**src/fsp_pkg.sv**
```systemverilog
// shared types, codes and constants for the serial flash program loader
// used by every module of the block; depends on nothing
package fsp_pkg;

   localparam int PAGE_BUFFER_BYTES_DEF = 512;
   localparam int ERASE_PAGE_BYTES_DEF  = 1024;
   localparam int WIDX_W                = 10;
   localparam int MAX_RESULTS           = 5;

   localparam logic [7:0] B_SYNC    = 8'h30;
   localparam logic [7:0] B_EOP     = 8'h20;
   localparam logic [7:0] B_INSYNC  = 8'h14;
   localparam logic [7:0] B_OK      = 8'h10;
   localparam logic [7:0] C_GETPARM = 8'h41;
   localparam logic [7:0] C_SETDEV  = 8'h42;
   localparam logic [7:0] C_SETDEVX = 8'h45;
   localparam logic [7:0] C_LEAVE   = 8'h51;
   localparam logic [7:0] C_LOADADR = 8'h55;
   localparam logic [7:0] C_UNIV    = 8'h56;
   localparam logic [7:0] C_PROG    = 8'h64;
   localparam logic [7:0] C_READ    = 8'h74;
   localparam logic [7:0] C_SIGN    = 8'h75;
   localparam logic [7:0] P_MINOR   = 8'h82;
   localparam logic [7:0] P_MAJOR   = 8'h81;
   localparam logic [7:0] VER_MAJOR = 8'd4;
   localparam logic [7:0] VER_MINOR = 8'd6;
   localparam logic [7:0] VER_OTHER = 8'h03;

   localparam logic [2:0] MC_NONE  = 3'd0;
   localparam logic [2:0] MC_READ  = 3'd1;
   localparam logic [2:0] MC_ERASE = 3'd2;
   localparam logic [2:0] MC_WRITE = 3'd3;
   localparam logic [2:0] MC_LEAVE = 3'd4;

   localparam logic [2:0] CSR_ENTRY_ON_SYNC = 3'd0;
   localparam logic [2:0] CSR_BOOT_AREA_END = 3'd1;
   localparam logic [2:0] CSR_FLASH_LIMIT   = 3'd2;
   localparam logic [2:0] CSR_SIG_HIGH      = 3'd3;
   localparam logic [2:0] CSR_SIG_MID       = 3'd4;
   localparam logic [2:0] CSR_SIG_LOW       = 3'd5;

   typedef struct packed {
      logic        tx_valid;
      logic [7:0]  tx_byte;
      logic [2:0]  mem_cmd;
      logic [16:0] mem_addr;
      logic        abandon;
      logic        use_word;
   } ent_type;

   typedef struct packed {
      logic [2:0]              cnt;
      ent_type [4:0]           ent;
      logic [WIDX_W-1:0]       widx;
      logic [3:0]              mask;
      logic                    inv;
   } job_type;

   typedef struct packed {
      logic        entry_on_sync;
      logic [17:0] boot_area_end;
      logic [17:0] flash_limit;
      logic [7:0]  sig_high;
      logic [7:0]  sig_mid;
      logic [7:0]  sig_low;
   } cfg_type;

   typedef struct packed {
      logic              en;
      logic [WIDX_W-1:0] widx;
      logic [1:0]        lane;
      logic [7:0]        data;
   } buf_wr_type;

   function automatic logic [4:0] arg_total(logic [7:0] c);
      logic [4:0] n;
      case (c)
         C_GETPARM: n = 5'd1;
         C_SETDEV:  n = 5'd20;
         C_SETDEVX: n = 5'd5;
         C_LOADADR: n = 5'd2;
         C_UNIV:    n = 5'd4;
         C_PROG:    n = 5'd3;
         C_READ:    n = 5'd3;
         default:   n = 5'd0;
      endcase
      return n;
   endfunction

   function automatic ent_type mk_ent(logic txv, logic [7:0] txb, logic [2:0] cmd,
                                      logic [16:0] addr, logic ab, logic uw);
      ent_type e;
      e.tx_valid = txv;
      e.tx_byte  = txb;
      e.mem_cmd  = cmd;
      e.mem_addr = addr;
      e.abandon  = ab;
      e.use_word = uw;
      return e;
   endfunction

endpackage

```
**src/fsp_fifo.sv**
```systemverilog
// two-entry job queue between the command front and the result back end
// depends on fsp_pkg for the job type
module fsp_fifo (
   input  logic              clock,
   input  logic              reset,
   input  logic              push,
   input  fsp_pkg::job_type  push_job,
   input  logic              pop,
   output fsp_pkg::job_type  head,
   output logic              nonempty,
   output logic              full
);

   fsp_pkg::job_type slot_ff [2];
   logic       wr_ff, wr_in;
   logic       rd_ff, rd_in;
   logic [1:0] count_ff, count_in;

   always_comb begin
      wr_in    = wr_ff ^ push;
      rd_in    = rd_ff ^ pop;
      count_in = count_ff + {1'b0, push} - {1'b0, pop};
   end

   assign head     = slot_ff[rd_ff];
   assign nonempty = (count_ff != 2'd0);
   assign full     = (count_ff == 2'd2);

   always_ff @(posedge clock) begin
      if (reset) begin
         wr_ff    <= 1'b0;
         rd_ff    <= 1'b0;
         count_ff <= 2'd0;
      end else begin
         wr_ff    <= wr_in;
         rd_ff    <= rd_in;
         count_ff <= count_in;
      end
   end

   always_ff @(posedge clock) begin
      if (push) begin
         slot_ff[wr_ff] <= push_job;
      end
   end

endmodule

```
**config.mk**
```make
export PLATFORM = sky130hd
export DESIGN_NAME = fsp_fifo
export DESIGN_NICKNAME = d
export VERILOG_FILES = /design/src/fsp_pkg.sv /design/src/fsp_fifo.sv
export SDC_FILE = /design/constraint.sdc
export NUM_CORES = 1
export LEC_CHECK = 0
export BUFFER_PORTS_ARGS = -buffer_cell sky130_fd_sc_hd__buf_2
export CELL_PAD_IN_SITES_DETAIL_PLACEMENT = 1
export CELL_PAD_IN_SITES_GLOBAL_PLACEMENT = 1
export CORE_MARGIN = 2
export CORE_UTILIZATION = 44
export CTS_BUF_LIST = sky130_fd_sc_hd__clkbuf_8 sky130_fd_sc_hd__clkbuf_16
export DETAILED_ROUTE_END_ITERATION = 12
export PLACE_DENSITY_LB_ADDON = 0.1
export SLEW_MARGIN = 40
export SYNTH_ARGS = -nofsm -noshare
export SYNTH_HDL_FRONTEND = slang
export SYNTH_SLANG_ARGS = --single-unit
```
**constraint.sdc**
```tcl
create_clock -name clock -period 5.87 [get_ports clock]
set_clock_uncertainty 0.2 [all_clocks]
set_input_delay 0 -clock clock [delete_from_list [all_inputs] [get_ports clock]]
set_output_delay 0 -clock clock [all_outputs]
set_load 0.02 [all_outputs]
```
==> out/results.ini <==
[sta]
slew_headroom=0.506
finalSetupTns_ns=0
drv_slew=0
fmax_ghz=0.381
fin_crit_sh=0.448
rsz0062_at_grt=no
hold_viol=0
tightest_slew_ns=0.741
period_needed_ns=2.63
finalSetupViolCount=0

[detailed_routing]
routed_wl_um=30900
viasPerCell=4.73
dr.pass1.iters=4
vias=7291
drc_errors=0
postRouteAntennaNets=0
drt_iter0_drc=440
wire_per_inst_um=20.1

[job]
max_cap_violations=0

[status]
status=finished, final reports clean

[power]
leakage_nw=6.85
switching_share=0.236
p_switching_mw=1.43
power_frac_comb=0.138
ir_worst_vdd_mv=0.248
powerDensity_nw_per_um2=336
internal_power_mw=4.63
power_mw=6.06
power_frac_seq=0.489
p_clk_frac=0.373

[yosys]
syn_avg_cell_area_um2=22.9
yosys.area_share.xor_xnor=0.00245
syn-instance-count=557
synth_mux_area_frac=0.153
synth_seq_cells=350
synth.distinct_cells=12
synth_area_um2=12700
syn-num-nets=738
synth_compound_area_frac=0
synth-seq-area-share=0.821
yosys.area_share.simple=0.00236
synth_top_family_by_area=multiplexers
synthAdderAreaFrac=0.00393
ys_warn_count=0

[cells_and_area]
area.growth.synth_to_final_pct=41.4
drive_gt1_frac=0.510
final_core_util=0.630
layout.nets=1306

[global_routing]
grt-ovfl-total=0
grt_pass1_vias=8503
grt_max_degree=98
antenna_found_initial=5
track_usage=0.203
grt_pass1_wl_um=47700

[floorplan]
dieArea_um2=30400
dieWidth_um=174
core_area_um2=28600
start_util=0.445
row_count=62
io_pins=352
die_y_um=174

[placed_design]
numPortBuffers=351
dp_hpwl_um=18700
gp_congestion=0.747

[hold_path]
holdCritStartpoint=push_job[37]
hold_class=in2reg

[clock_network]
htree_levels=2
worstSkewPairLatency_ns=0.50
cts_root_buffer=clkbuf_16
cts_tree=built
cts_buffers=39
postCtsSetupBuffers=0
clock_sinks=350
path_clk_slew_ns=0.06
cts_buffer_depth=3

[setup_path]
crit_fanout=72
crit_path_end_kind=output pin
critPathLaunch=rd_ff
crit_required_ns=5.67
crit_path_start_kind=register
path_class=reg2out
arrival_ns=2.43
rrSetupSlack_ns=4.04
timing.rr.start=rd_ff

==> worst paths after layout <==
check / endpoint / depth (start not counted)
hold / removal: slot_ff[0][37] / 2
setup reg to reg: rd_ff / 3
setup / recovery: head[48] / 3
hold reg to reg: count_ff[1] / 2
==> registers in the layout (all words and copies together) (netlist names) <==
register	cells
rd_ff	1
slot_ff	346
count_ff	2
wr_ff	1
==> routing by layer <==
metal	up-vias	GRT usage	share of wire
met4	0	0.0693	0.030
li1	3369	-	-
met2	284	0.363	0.52
met5	-	0	0
met3	70	0.0636	0.074
met1	3568	0.230	0.37
==> timing repair <==
action                    4_1_cts  5_1_grt
hold buffers                  187        0
hold endpoints to repair      366        0
resized for setup               0        0
==> power by group through the flow <==
stage          clock [mW]  sequential, mW  combinational [mW]
5_1_grt              2.40            2.98               0.890
3_3_place_gp            0            3.01               0.704
6_report             2.26            2.97               0.834
4_1_cts              2.31            2.97               0.837
3_5_place_dp            0            3.02               0.731
2_1_floorplan           0            3.02               0.467
==> stage by stage <==
stage	setup WS, ns	instances	cell area (µm²)	hold slack, ns
6_report	3.24	1541	18000	0.0223
3_3_place_gp	3.38	1277	14900	-0.0127
4_1_cts	3.19	1536	18000	0.000421
2_1_floorplan	0.761	557	12700	-0.133
5_1_grt	3.12	1541	18000	0.00600
3_5_place_dp	3.75	1281	14900	-0.00871
==> synthesized netlist by cell type <==
cell type | instances | share of area
buf_2 | 1 | 0.00039
buf_6 | 18 | 0.016
dfxtp_1 | 4 | 0.0063
edfxtp_1 | 346 | 0.81
ha_1 | 4 | 0.0039
inv_1 | 3 | 0.00088
mux2_2 | 173 | 0.15
nor2_1 | 3 | 0.00088
nor2b_1 | 2 | 0.00098
or2_2 | 1 | 0.00049
xnor2_1 | 1 | 0.00069
xnor3_1 | 1 | 0.0018
==> cells in the final DEF (no fill, tap or decap), types with 3 or more instances in the layout <==
master / netlist / routed
buf_2: 1 / 351
edfxtp_1: 346 / 346
dlygate4sd3_1: 0 / 187
mux2_2: 173 / 173
clkbuf_16: 0 / 41
inv_1: 3 / 13
clkinv_1: 0 / 7
clkinv_2: 0 / 6
buf_12: 0 / 6
diode_2: 0 / 5
nor2_1: 3 / 3
dfxtp_1: 4 / 3
==> worst max-delay path: stages (launching register included) <==
cell and delay [ns]:
dfxtp_4 0.63, buf_6 0.56, mux2_2 0.43, buf_2 0.17
==> logic make-up (layout without fill, tap and decap cells) <==
family,Yosys count,in the layout
other,0,5
buffers and inverters,22,617
muxes,173,173
DFF,350,350
and+or+nand+nor,6,6
xor gates and xnor gates,2,2
adders and majority gates,4,4
==> area by class of cell <==
cell class	instances	area [µm²]
multi-input combinational	185	2080
timing repair buffer	546	3770
clock buffer	41	1030
fill	2569	10600
antenna	5	12.5
clock inverter	27	173
inverter	3	11.3
tap	384	480
sequential	350	10500
Power figures use the tool's default switching activity.
