## src/fsp_pkg.sv

```systemverilog
// shared types, codes and constants for the serial flash program loader
// used by every module of the block; depends on nothing
package fsp_pkg;

   localparam int PAGE_BUFFER_BYTES_DEF = 512;
   localparam int ERASE_PAGE_BYTES_DEF  = 1024;
   localparam int WIDX_W                = 10;
   localparam int MAX_RESULTS           = 5;

   localparam logic [7:0] B_SYNC    = 8'h30;
   localparam logic [7:0] B_EOP     = 8'h20;
   localparam logic [7:0] B_INSYNC  = 8'h14;
   localparam logic [7:0] B_OK      = 8'h10;
   localparam logic [7:0] C_GETPARM = 8'h41;
   localparam logic [7:0] C_SETDEV  = 8'h42;
   localparam logic [7:0] C_SETDEVX = 8'h45;
   localparam logic [7:0] C_LEAVE   = 8'h51;
   localparam logic [7:0] C_LOADADR = 8'h55;
   localparam logic [7:0] C_UNIV    = 8'h56;
   localparam logic [7:0] C_PROG    = 8'h64;
   localparam logic [7:0] C_READ    = 8'h74;
   localparam logic [7:0] C_SIGN    = 8'h75;
   localparam logic [7:0] P_MINOR   = 8'h82;
   localparam logic [7:0] P_MAJOR   = 8'h81;
   localparam logic [7:0] VER_MAJOR = 8'd4;
   localparam logic [7:0] VER_MINOR = 8'd6;
   localparam logic [7:0] VER_OTHER = 8'h03;

   localparam logic [2:0] MC_NONE  = 3'd0;
   localparam logic [2:0] MC_READ  = 3'd1;
   localparam logic [2:0] MC_ERASE = 3'd2;
   localparam logic [2:0] MC_WRITE = 3'd3;
   localparam logic [2:0] MC_LEAVE = 3'd4;

   localparam logic [2:0] CSR_ENTRY_ON_SYNC = 3'd0;
   localparam logic [2:0] CSR_BOOT_AREA_END = 3'd1;
   localparam logic [2:0] CSR_FLASH_LIMIT   = 3'd2;
   localparam logic [2:0] CSR_SIG_HIGH      = 3'd3;
   localparam logic [2:0] CSR_SIG_MID       = 3'd4;
   localparam logic [2:0] CSR_SIG_LOW       = 3'd5;

   typedef struct packed {
      logic        tx_valid;
      logic [7:0]  tx_byte;
      logic [2:0]  mem_cmd;
      logic [16:0] mem_addr;
      logic        abandon;
      logic        use_word;
   } ent_type;

   typedef struct packed {
      logic [2:0]              cnt;
      ent_type [4:0]           ent;
      logic [WIDX_W-1:0]       widx;
      logic [3:0]              mask;
      logic                    inv;
   } job_type;

   typedef struct packed {
      logic        entry_on_sync;
      logic [17:0] boot_area_end;
      logic [17:0] flash_limit;
      logic [7:0]  sig_high;
      logic [7:0]  sig_mid;
      logic [7:0]  sig_low;
   } cfg_type;

   typedef struct packed {
      logic              en;
      logic [WIDX_W-1:0] widx;
      logic [1:0]        lane;
      logic [7:0]        data;
   } buf_wr_type;

   function automatic logic [4:0] arg_total(logic [7:0] c);
      logic [4:0] n;
      case (c)
         C_GETPARM: n = 5'd1;
         C_SETDEV:  n = 5'd20;
         C_SETDEVX: n = 5'd5;
         C_LOADADR: n = 5'd2;
         C_UNIV:    n = 5'd4;
         C_PROG:    n = 5'd3;
         C_READ:    n = 5'd3;
         default:   n = 5'd0;
      endcase
      return n;
   endfunction

   function automatic ent_type mk_ent(logic txv, logic [7:0] txb, logic [2:0] cmd,
                                      logic [16:0] addr, logic ab, logic uw);
      ent_type e;
      e.tx_valid = txv;
      e.tx_byte  = txb;
      e.mem_cmd  = cmd;
      e.mem_addr = addr;
      e.abandon  = ab;
      e.use_word = uw;
      return e;
   endfunction

endpackage

```

## src/fsp_front.sv

```systemverilog
// command front: protocol state machine that takes items and queues result jobs
// depends on fsp_pkg
module fsp_front #(
   parameter int PAGE_BUFFER_BYTES = fsp_pkg::PAGE_BUFFER_BYTES_DEF,
   parameter int ERASE_PAGE_BYTES  = fsp_pkg::ERASE_PAGE_BYTES_DEF
) (
   input  logic                 clock,
   input  logic                 reset,
   input  fsp_pkg::cfg_type     cfg,
   input  logic                 req_valid,
   output logic                 req_ready,
   input  logic                 req_op,
   input  logic [7:0]           req_rx_byte,
   input  logic [7:0]           req_mem_data,
   input  logic                 q_full,
   input  logic                 back_busy,
   output logic                 q_push,
   output fsp_pkg::job_type     q_job,
   output fsp_pkg::buf_wr_type  buf_wr
);

   localparam int DEPTH = PAGE_BUFFER_BYTES / 4;
   localparam int CAP   = DEPTH * 4;
   localparam int WPW   = $clog2(DEPTH + 1);
   localparam int SH    = 17 + $clog2(ERASE_PAGE_BYTES);
   localparam longint RECIP = ((64'd1 << SH) + ERASE_PAGE_BYTES - 1) / ERASE_PAGE_BYTES;

   typedef enum logic [6:0] {
      PH_HUNT  = 7'b0000001,
      PH_CMD   = 7'b0000010,
      PH_ARGS  = 7'b0000100,
      PH_DATA  = 7'b0001000,
      PH_EOP   = 7'b0010000,
      PH_WRITE = 7'b0100000,
      PH_READ  = 7'b1000000
   } phase_type;

   phase_type         phase_ff, phase_in;
   logic [7:0]        prev_ff, prev_in;
   logic [7:0]        cmd_ff, cmd_in;
   logic [16:0]       off_ff, off_in;
   logic [15:0]       ac_ff, ac_in;
   logic [15:0]       tl_ff, tl_in;
   logic [7:0]        param_ff, param_in;
   logic              fail_ff, fail_in;
   logic [2:0]        sr_ff, sr_in;
   logic              inv_ff, inv_in;
   logic [WPW-1:0]    wp_ff, wp_in;
   logic [16:0]       quo_ff;
   logic              aligned_ff;

   logic              fire;
   logic [2:0]        cnt;
   logic [16:0]       len17;
   logic [16:0]       pb;
   logic [16:0]       words;
   logic [15:0]       idx;
   logic [15:0]       ac_dec;
   logic [15:0]       rd_idx;
   logic [2:0]        srn;
   logic [4:0]        tot;
   logic [47:0]       prod;
   logic [31:0]       back_prod;
   fsp_pkg::job_type  job;

   function automatic logic [3:0] word_mask(logic [WPW-1:0] w, logic [16:0] n);
      logic [3:0]  m;
      logic [17:0] base;
      base = {16'(w), 2'b00};
      for (int k = 0; k < 4; k++) begin
         m[k] = (base + 18'(k)) < {1'b0, n};
      end
      return m;
   endfunction

   assign req_ready = !q_full && !(phase_ff == PH_DATA && back_busy);
   assign fire      = req_valid && req_ready;

   always_comb begin
      prod      = 48'(off_ff) * 48'(RECIP);
      back_prod = 32'(quo_ff) * 32'(ERASE_PAGE_BYTES);
   end

   always_comb begin
      phase_in = phase_ff;
      prev_in  = prev_ff;
      cmd_in   = cmd_ff;
      off_in   = off_ff;
      ac_in    = ac_ff;
      tl_in    = tl_ff;
      param_in = param_ff;
      fail_in  = fail_ff;
      sr_in    = sr_ff;
      inv_in   = inv_ff;
      wp_in    = wp_ff;
      job      = '0;
      cnt      = 3'd0;
      buf_wr   = '0;
      len17    = (tl_ff == 16'd0) ? 17'h10000 : {1'b0, tl_ff};
      pb       = (len17 < 17'(CAP)) ? len17 : 17'(CAP);
      words    = (pb + 17'd3) >> 2;
      idx      = tl_ff - ac_ff;
      ac_dec   = ac_ff - 16'd1;
      rd_idx   = tl_ff - ac_dec;
      srn      = 3'd0;
      tot      = fsp_pkg::arg_total(cmd_ff);

      if (!req_op) begin
         case (phase_ff)
            PH_HUNT: begin
               if (prev_ff == fsp_pkg::B_SYNC && req_rx_byte != fsp_pkg::B_SYNC &&
                   req_rx_byte == fsp_pkg::B_EOP) begin
                  phase_in = PH_CMD;
               end else if (prev_ff == fsp_pkg::B_SYNC && req_rx_byte != fsp_pkg::B_SYNC &&
                            cfg.entry_on_sync) begin
                  job.ent[cnt] = fsp_pkg::mk_ent(1'b0, 8'h00, fsp_pkg::MC_NONE, 17'd0,
                                                 1'b1, 1'b0);
                  cnt          = cnt + 3'd1;
                  prev_in      = 8'h00;
                  sr_in        = 3'd0;
               end else begin
                  prev_in = req_rx_byte;
               end
            end
            PH_CMD: begin
               cmd_in = req_rx_byte;
               srn    = (req_rx_byte == fsp_pkg::B_SYNC) ? sr_ff + 3'd1 : 3'd0;
               if (srn > 3'd5) begin
                  inv_in = !inv_ff;
                  srn    = 3'd0;
               end
               sr_in    = srn;
               ac_in    = 16'd0;
               phase_in = (fsp_pkg::arg_total(req_rx_byte) != 5'd0) ? PH_ARGS : PH_EOP;
            end
            PH_ARGS: begin
               if (cmd_ff == fsp_pkg::C_GETPARM) begin
                  param_in = req_rx_byte;
               end else if (cmd_ff == fsp_pkg::C_LOADADR) begin
                  if (ac_ff == 16'd0) begin
                     param_in = req_rx_byte;
                  end else begin
                     off_in = {req_rx_byte, param_ff, 1'b0};
                  end
               end else if ((cmd_ff == fsp_pkg::C_PROG || cmd_ff == fsp_pkg::C_READ) &&
                            ac_ff < 16'd2) begin
                  tl_in = {tl_ff[7:0], req_rx_byte};
               end
               ac_in = ac_ff + 16'd1;
               if (ac_in >= 16'(tot)) begin
                  if (cmd_ff == fsp_pkg::C_PROG) begin
                     ac_in    = tl_in;
                     phase_in = PH_DATA;
                  end else begin
                     phase_in = PH_EOP;
                  end
               end
            end
            PH_DATA: begin
               if ({1'b0, idx} < 17'(CAP)) begin
                  buf_wr.en   = 1'b1;
                  buf_wr.widx = fsp_pkg::WIDX_W'(idx >> 2);
                  buf_wr.lane = idx[1:0];
                  buf_wr.data = req_rx_byte;
               end
               ac_in = ac_dec;
               if (ac_dec == 16'd0) begin
                  phase_in = PH_EOP;
               end
            end
            PH_EOP: begin
               fail_in = (req_rx_byte != fsp_pkg::B_EOP);
               if (!fail_in) begin
                  job.ent[cnt] = fsp_pkg::mk_ent(1'b1, fsp_pkg::B_INSYNC, fsp_pkg::MC_NONE,
                                                 17'd0, 1'b0, 1'b0);
                  cnt          = cnt + 3'd1;
               end
               phase_in = fail_in ? PH_HUNT : PH_CMD;
               case (cmd_ff)
                  fsp_pkg::C_GETPARM: begin
                     job.ent[cnt] = fsp_pkg::mk_ent(1'b1,
                        (param_ff == fsp_pkg::P_MINOR) ? fsp_pkg::VER_MINOR :
                        (param_ff == fsp_pkg::P_MAJOR) ? fsp_pkg::VER_MAJOR :
                        fsp_pkg::VER_OTHER, fsp_pkg::MC_NONE, 17'd0, 1'b0, 1'b0);
                     cnt          = cnt + 3'd1;
                  end
                  fsp_pkg::C_SIGN: begin
                     job.ent[cnt] = fsp_pkg::mk_ent(1'b1, cfg.sig_high, fsp_pkg::MC_NONE,
                                                    17'd0, 1'b0, 1'b0);
                     cnt          = cnt + 3'd1;
                     job.ent[cnt] = fsp_pkg::mk_ent(1'b1, cfg.sig_mid, fsp_pkg::MC_NONE,
                                                    17'd0, 1'b0, 1'b0);
                     cnt          = cnt + 3'd1;
                     job.ent[cnt] = fsp_pkg::mk_ent(1'b1, cfg.sig_low, fsp_pkg::MC_NONE,
                                                    17'd0, 1'b0, 1'b0);
                     cnt          = cnt + 3'd1;
                  end
                  fsp_pkg::C_UNIV: begin
                     job.ent[cnt] = fsp_pkg::mk_ent(1'b1, 8'h00, fsp_pkg::MC_NONE,
                                                    17'd0, 1'b0, 1'b0);
                     cnt          = cnt + 3'd1;
                  end
                  fsp_pkg::C_LEAVE: begin
                     job.ent[cnt] = fsp_pkg::mk_ent(1'b0, 8'h00, fsp_pkg::MC_LEAVE,
                                                    cfg.boot_area_end[16:0], 1'b0, 1'b0);
                     cnt          = cnt + 3'd1;
                  end
                  fsp_pkg::C_PROG: begin
                     if ({1'b0, off_ff} < cfg.flash_limit &&
                         {1'b0, off_ff} >= cfg.boot_area_end) begin
                        phase_in = PH_WRITE;
                        if (aligned_ff) begin
                           wp_in        = '0;
                           job.ent[cnt] = fsp_pkg::mk_ent(1'b0, 8'h00, fsp_pkg::MC_ERASE,
                                                          off_ff, 1'b0, 1'b0);
                        end else begin
                           wp_in        = WPW'(1);
                           job.widx     = '0;
                           job.mask     = word_mask('0, pb);
                           job.ent[cnt] = fsp_pkg::mk_ent(1'b0, 8'h00, fsp_pkg::MC_WRITE,
                                                          off_ff, 1'b0, 1'b1);
                        end
                        cnt = cnt + 3'd1;
                     end
                  end
                  fsp_pkg::C_READ: begin
                     phase_in     = PH_READ;
                     ac_in        = tl_ff;
                     job.ent[cnt] = fsp_pkg::mk_ent(1'b0, 8'h00, fsp_pkg::MC_READ,
                                                    off_ff, 1'b0, 1'b0);
                     cnt          = cnt + 3'd1;
                  end
                  default: begin
                  end
               endcase
               if (!fail_in && phase_in == PH_CMD) begin
                  job.ent[cnt] = fsp_pkg::mk_ent(1'b1, fsp_pkg::B_OK, fsp_pkg::MC_NONE,
                                                 17'd0, 1'b0, 1'b0);
                  cnt          = cnt + 3'd1;
               end
            end
            default: begin
            end
         endcase
      end else if (phase_ff == PH_WRITE) begin
         if (17'(wp_ff) < words) begin
            job.widx     = fsp_pkg::WIDX_W'(wp_ff);
            job.mask     = word_mask(wp_ff, pb);
            job.ent[cnt] = fsp_pkg::mk_ent(1'b0, 8'h00, fsp_pkg::MC_WRITE,
                              off_ff + 17'({wp_ff, 2'b00}), 1'b0, 1'b1);
            cnt          = cnt + 3'd1;
            wp_in        = wp_ff + WPW'(1);
         end else begin
            phase_in = fail_ff ? PH_HUNT : PH_CMD;
            if (!fail_ff) begin
               job.ent[cnt] = fsp_pkg::mk_ent(1'b1, fsp_pkg::B_OK, fsp_pkg::MC_NONE,
                                              17'd0, 1'b0, 1'b0);
               cnt          = cnt + 3'd1;
            end
         end
      end else if (phase_ff == PH_READ) begin
         job.ent[cnt] = fsp_pkg::mk_ent(1'b1, req_mem_data, fsp_pkg::MC_NONE,
                                        17'd0, 1'b0, 1'b0);
         cnt          = cnt + 3'd1;
         ac_in        = ac_dec;
         if (ac_dec == 16'd0) begin
            phase_in = fail_ff ? PH_HUNT : PH_CMD;
            if (!fail_ff) begin
               job.ent[cnt] = fsp_pkg::mk_ent(1'b1, fsp_pkg::B_OK, fsp_pkg::MC_NONE,
                                              17'd0, 1'b0, 1'b0);
               cnt          = cnt + 3'd1;
            end
         end else begin
            job.ent[cnt] = fsp_pkg::mk_ent(1'b0, 8'h00, fsp_pkg::MC_READ,
                              off_ff + {1'b0, rd_idx}, 1'b0, 1'b0);
            cnt          = cnt + 3'd1;
         end
      end

      job.cnt = cnt;
      job.inv = inv_in;
      if (!fire) begin
         buf_wr.en = 1'b0;
      end
   end

   assign q_job  = job;
   assign q_push = fire && (cnt != 3'd0);

   always_ff @(posedge clock) begin
      if (reset) begin
         phase_ff <= PH_HUNT;
         prev_ff  <= 8'h00;
         cmd_ff   <= 8'h00;
         off_ff   <= 17'd0;
         ac_ff    <= 16'd0;
         tl_ff    <= 16'd0;
         param_ff <= 8'h00;
         fail_ff  <= 1'b0;
         sr_ff    <= 3'd0;
         inv_ff   <= 1'b0;
         wp_ff    <= '0;
      end else if (fire) begin
         phase_ff <= phase_in;
         prev_ff  <= prev_in;
         cmd_ff   <= cmd_in;
         off_ff   <= off_in;
         ac_ff    <= ac_in;
         tl_ff    <= tl_in;
         param_ff <= param_in;
         fail_ff  <= fail_in;
         sr_ff    <= sr_in;
         inv_ff   <= inv_in;
         wp_ff    <= wp_in;
      end
   end

   // erase page alignment of the byte offset, two stages behind it
   always_ff @(posedge clock) begin
      quo_ff     <= 17'(prod >> SH);
      aligned_ff <= (back_prod == 32'(off_ff));
   end

endmodule
```

## config.mk

```make
export PLATFORM = sky130hd
export DESIGN_NAME = fsp_front
export DESIGN_NICKNAME = d
export VERILOG_FILES = /design/src/fsp_pkg.sv /design/src/fsp_front.sv
export SDC_FILE = /design/constraint.sdc
export NUM_CORES = 1
export LEC_CHECK = 0
export BUFFER_PORTS_ARGS = -buffer_cell sky130_fd_sc_hd__buf_4
export CORE_MARGIN = 1
export CORE_UTILIZATION = 61
export DETAILED_ROUTE_END_ITERATION = 10
export PLACE_DENSITY_LB_ADDON = 0.3
export SETUP_SLACK_MARGIN = 0.05
export SYNTH_ARGS = -nofsm -noshare
export SYNTH_HDL_FRONTEND = slang
export SYNTH_SLANG_ARGS = --single-unit
```

## constraint.sdc

```tcl
create_clock -name clock -period 8.4 [get_ports clock]
set_input_delay 0.42 -clock clock [delete_from_list [all_inputs] [get_ports clock]]
set_output_delay 0.42 -clock clock [all_outputs]
set_load 0.01 [all_outputs]
```

==> impl_metrics.tcl, run 1 <==
set metrics [dict create \
    worst_pin_slew_ps 1280 \
    cts_root_buf "clkbuf_16" \
    async_flop_share_pct 0 \
    maxSlewHeadroom_pct 14.2 \
    grt_pass1_wl_um 70900 \
    grt_pass1_vias 12300 \
    cp_top_family "compound AO/OA/AOI/OAI gates" \
    cp-start-kind "register" \
    setup_tns_ps 0 \
    synth_area_leaders "dfxtp_1 (16%), ha_1 (12%), nand2_1 (7.2%), a21oi_1 (6.2%), buf_4 (5.0%)" \
    die_w_um 144 \
    finalWeightedCongestion 1.06 \
    path_clk_slew_ps 90 \
    io_buffers 199 \
    dpl.hpwl_um 35500 \
    cts_buffer_depth 2 \
    cp.required_ps 7980 \
    multi_input_area_mm2 0.00918 \
    drv_cap 0 \
    post_cts_buffers 0 \
    synth_top_area_cell "dfxtp_1" \
    row_count 51 \
    fin_util_pct 70.4 \
    min_period_ps 6360 \
    drv_slew 0 \
    drcViolationCount 0 \
    cp_cell_sequence "inv_1 > ha_1 > xnor2_1 > ha_1 > nor2b_1 > o21ai_0 > a21oi_1 > o21ai_0 > nor2b_1 > xnor2_1 > ha_1 > o21a_1 > or2_2 > o311ai_0 > a2111oi_0 > o31a_1 > o21a_1 > nor2_1 > o311ai_0 > buf_4" \
    finalCritPeriodShare_pct 75.7 \
    skew_ps 17.0 \
    nNetsFinal 2055 \
    critPathMaxStageDelay_ps 710 \
    crit_slowest_cell "a2111oi_0" \
    setup_violations 0 \
    cp.depth 20 \
    initial_utilization_pct 62.6 \
    synth_area_mm2 0.0123 \
    vias 13900 \
    cts.htree.levels 3 \
    arrival_ps 5940 \
    avgViaCountPerCell 6.56 \
    synth_seq_cells 100 \
    crit_type "reg -> out" \
    grt_start_max_net_pins 83 \
    syn_area_per_cell_um2 7.08 \
    cts_hold_buf 0 \
    clock_latency_ps 370 \
    first_pass_iters 6 \
    synth_cells 1732 \
    antenna_found_initial 4 \
    die_h_um 144 \
    timing.critical_path.buf_inv 2 \
    p_per_area_mw_per_mm2 75.3 \
    ios 279 \
    hold_violations 0 \
    synth_top_area_share_pct 16.3 \
    regArea_mm2 0.00200 \
    ant_nets 0 \
    yosysWarnings 0 \
    cts_made_buffers 9 \
    fillers 1688 \
    design.core.area_mm2 0.0196 \
    area_growth_pct 12.5 \
    fmax_mhz 157 \
    rr_worst_depth 15 \
    status "completed" \
    overflow 0 \
    hp-class "in -> reg" \
    yosysSeqAreaShare_pct 16.3 \
    cts-resized-gates 0 \
    drt-total-wl_um 46900 \
    clkSinkCount 100 \
    die_area_mm2 0.0207 \
    cp-end-kind "output port" \
    cts_tree "done" \
    rsz0062_at_grt "false" \
    whs_path_depth 3 \
    grt_usage_pct 45.8 \
    leakage_nw 6.22 \
    cp_common_cell "ha_1" \
    cp_max_fo 13 \
    ir_drop_v 0.000109 \
    drt_iter0_markers 1652 \
    synth_flop_cell "dfxtp_1" \
    synth_edf_count 0 \
    synth_cell_type_count 88 \
    wl_per_cell_um 22.1 \
    drive_above_1_share_pct 14.1 \
]
==> routing by layer <==
layer / routed length, µm / track usage (%)
met5: 13 / 0
met4: 3240 / 28.5
met3: 5890 / 13.7
met2: 19900 / 68.2
met1: 17900 / 57.7
==> stage by stage <==
stage / worst slack [ps] / instance area (µm²) / hold WS (ps) / cells / power, mW
after global routing: 1700 / 13800 / 357 / 2124 / 1.07
final: 2040 / 13800 / 358 / 2126 / 1.04
after CTS: 2210 / 13800 / 362 / 2122 / 1.03
after global placement: 2760 / 13500 / 432 / 2106 / 0.593
after detailed placement: 2640 / 13500 / 443 / 2106 / 0.595
after floorplan: 3260 / 12600 / 385 / 1810 / 0.570
==> tightest hold or removal path, cell delays in order <==
cell	delay, ps
buf_4	160
nand2_1	60
a21oi_1	50
==> cell families (layout without fill, tap and decap cells) <==
family | count (synthesis) | in the layout | synth area share, %
multiplexers | 27 | 27 | 2.26
XOR/XNOR | 91 | 91 | 6.50
AND/OR/NAND/NOR | 658 | 658 | 26.5
flip-flops | 100 | 100 | 16.3
other | 1 | 83 | 0.0306
AO/OA/AOI/OAI | 455 | 455 | 24.6
buffers and inverters | 280 | 327 | 11.3
adder cells (fa/ha/maj) | 120 | 120 | 12.5
==> final timing paths <==
kind	startpoint	endpoint	slack, ps
setup / recovery	ac_ff[0]	q_job[64]	2040
hold / removal	req_rx_byte[3]	tl_ff[3]	360
setup reg to reg	tl_ff[11]	phase_ff[2]	3180
hold reg to reg	prev_ff[7]	prev_ff[7]	460
==> cells in the mapped netlist, types with 8 or more instances <==
library cell / n
a221o_1: 15
ha_1: 116
nor4_1: 15
nor2b_1: 18
o31ai_1: 14
xor2_1: 24
or3_1: 13
nand3_1: 61
o21ai_0: 69
nor2_1: 122
a211oi_1: 21
a211o_1: 9
buf_4: 81
buf_2: 20
nand4_1: 16
nor3_1: 50
or4_1: 11
a22oi_1: 16
and2_1: 38
xnor2_1: 67
and3_1: 15
nand2_1: 236
dfxtp_1: 100
a22o_1: 9
o211ai_1: 17
clkbuf_1: 74
a21o_1: 26
o21ai_1: 9
inv_1: 96
a21oi_1: 153
mux2i_1: 21
nand2b_1: 14
o21a_1: 18
a31oi_1: 8
==> layout by cell type, fill, tap and decap left out, drive strengths merged, types with 8 or more instances in the layout <==
cell and count:
a2111oi 8, a211o 10, a211oi 21, a21o 26, a21oi 153, a221o 16, a22o 9, a22oi 16
a31oi 9, and2 39, and3 15, buf 211, clkbuf 9, clkinv 8, conb 79, dfxtp 100
ha 116, inv 99, mux2i 21, nand2 236, nand2b 14, nand3 61, nand4 16, nor2 124
nor2b 18, nor3 54, nor4 17, o211ai 17, o21a 18, o21ai 78, o31ai 14, or2 10
or3 16, or4 12, xnor2 67, xor2 24
==> report_power, final <==
part	switching (mW)	internal, mW	leakage (nW)	total (mW)
combinational	0.0730	0.0393	5.26	0.112
clock	0.235	0.216	0.152	0.451
sequential	0.00103	0.475	0.806	0.476
==> sequential cells by signal, indices dropped and copies added (netlist names) <==
register    count
tl_ff          16
inv_ff          1
ac_ff          16
quo_ff          7
phase_ff        7
fail_ff         1
off_ff         16
aligned_ff      1
prev_ff         8
param_ff        8
sr_ff           3
cmd_ff          8
wp_ff           8
==> area by class of cell <==
cell class / instances / area share, %
diodes: 4 / 0.0725
multi-input cells: 1430 / 66.5
clock inverters: 7 / 0.662
repair buffers: 211 / 11.5
flip-flops and latches: 100 / 14.5
inverters: 100 / 2.72
well taps: 265 / 2.40
clock buffers: 9 / 1.63
Power figures use the tool's default switching activity.
==> inputs of run 2 (changes only) <==
- CORE_UTILIZATION: 61 -> 57
- clock period: 8.4 -> 6.4 ns (I/O delays scaled with it)
==> impl_metrics.tcl, run 2 (same netlist as run 1, synthesis figures left out) <==
set metrics [dict create \
    status "completed" \
    cp.required_ps 6080 \
    fillers 1946 \
    fmax_mhz 168 \
    drive_above_1_share_pct 14.5 \
    worst_pin_slew_ps 1180 \
    die_w_um 149 \
    ir_drop_v 0.000142 \
    ant_nets 0 \
    antenna_found_initial 1 \
    drcViolationCount 0 \
    overflow 0 \
    met2_length_um 20800 \
    regArea_mm2 0.00200 \
    avgViaCountPerCell 6.44 \
    cp-start-kind "register" \
    setup_violations 0 \
    die_h_um 149 \
    wl_met1_um 18900 \
    drv_slew 0 \
    critPathMaxStageDelay_ps 630 \
    cts_tree "done" \
    cp_top_family "compound AO/OA/AOI/OAI gates" \
    vias 13800 \
    whs_path_depth 3 \
    cp_common_cell "ha_1" \
    nNetsFinal 2064 \
    finalWeightedCongestion 1.03 \
    grt_pass1_wl_um 71400 \
    first_pass_iters 7 \
    grt_usage_pct 42.5 \
    fin_util_pct 65.8 \
    cp_cell_sequence "inv_1 > ha_1 > buf_4 > xnor2_1 > ha_1 > nor2b_1 > o21ai_0 > a21oi_1 > o21ai_0 > nor2b_1 > xnor2_1 > ha_1 > o21a_1 > or2_2 > o311ai_0 > a2111oi_1 > o31a_1 > o21a_1 > nor3_1 > o21ai_1 > o311ai_0 > buf_4" \
    setup_tns_ps 0 \
    crit_type "reg -> out" \
    maxSlewHeadroom_pct 21.3 \
    die_area_mm2 0.0221 \
    cts.htree.levels 3 \
    grt_pass1_vias 12400 \
    io_buffers 199 \
    timing.critical_path.buf_inv 3 \
    skew_ps 11.5 \
    path_clk_slew_ps 90 \
    area_growth_pct 13.1 \
    drv_cap 0 \
    clkSinkCount 100 \
    grt_start_max_net_pins 81 \
    multi_input_area_mm2 0.00918 \
    drt_iter0_markers 1331 \
    clock_latency_ps 370 \
    cts_made_buffers 9 \
    cp.depth 22 \
    topRoutingLayerUsed "met4" \
    final_common_cell "nand2_1" \
    cp_max_fo 13 \
    cp-end-kind "output port" \
    wl_per_cell_um 22.4 \
    ios 279 \
    leakage_nw 6.26 \
    crit_slowest_cell "dfxtp_1" \
    arrival_ps 5640 \
    drt-total-wl_um 47900 \
    cts_hold_buf 0 \
    p_per_area_mw_per_mm2 98.8 \
    dpl.hpwl_um 36600 \
    top_regs "ac_ff x16, off_ff x16, tl_ff x16" \
    design.core.area_mm2 0.0211 \
    initial_utilization_pct 58.2 \
    cts_buffer_depth 2 \
    hold_violations 0 \
    cts_root_buf "clkbuf_16" \
    final_cell_mix "nand2_1 (236), buf_4 (220), a21oi_1 (153)" \
    finalCritPeriodShare_pct 93.1 \
    rr_worst_depth 18 \
    min_period_ps 5960 \
    routed-wl-met3_um 5600 \
    hp-class "in -> reg" \
    row_count 53 \
]
run 2: cell count changes in the layout (fill, tap and decap cells not counted), sizes merged:
cell    before  now
diode        4    3
buf        211  220
clkinv       8    6
inv         99  101
run 2: worst register-to-register path, delay by kind of cell, from the launching register on:
kind | cells | cell delay [ps]
DFF | 1 | 420
adders and majority gates | 1 | 300
xor gates and xnor gates | 1 | 190
AOI/OAI and AO/OA | 5 | 1420
and+or+nand+nor | 11 | 2840
run 2: what timing repair did:
item / in CTS / in global routing
resized for setup: 0 / 2
endpoints found under the hold margin: 0 / 0
setup buffers: 0 / 0
endpoints found under the setup margin: 0 / 1
run 2: area by class of cell:
cell class / count / share of cell area (%)
flip-flops and latches: 100 / 14.4
multi-input cells: 1430 / 66.2
diodes: 3 / 0.0541
well taps: 275 / 2.48
clock buffers: 9 / 1.62
repair buffers: 220 / 11.9
inverters: 100 / 2.71
clock inverters: 7 / 0.586
run 2: worst paths after layout:
path	start	endpoint	slack, ps
setup / recovery	ac_ff[0]	q_job[64]	440
hold / removal	req_rx_byte[6]	off_ff[15]	280
setup reg to reg	tl_ff[11]	phase_ff[2]	1160
hold reg to reg	prev_ff[3]	prev_ff[3]	450
run 2: stage by stage:
stage | instance area [µm²] | total power, mW | hold slack (ps) | std cells | setup WS [ps]
6_report | 13900 | 1.37 | 277 | 2144 | 439
5_1_grt | 13900 | 1.41 | 275 | 2141 | -13.6
4_1_cts | 13900 | 1.37 | 266 | 2141 | 548
3_5_place_dp | 13600 | 0.783 | 443 | 2125 | 996
3_3_place_gp | 13600 | 0.782 | 438 | 2125 | 992
2_1_floorplan | 12600 | 0.748 | 385 | 1810 | 1360
run 2: report_power, final:
part | internal [mW] | switching (mW) | total [mW]
sequential | 0.624 | 0.00133 | 0.625
combinational | 0.0520 | 0.0975 | 0.150
clock | 0.283 | 0.313 | 0.596
total | 0.959 | 0.412 | 1.37
run 2: metal layers:
metal,GRT usage (%),up-vias
li1,-,6278
met1,54.5,6422
met2,64.8,913
met3,10.3,187
met4,24.2,0
met5,0,-
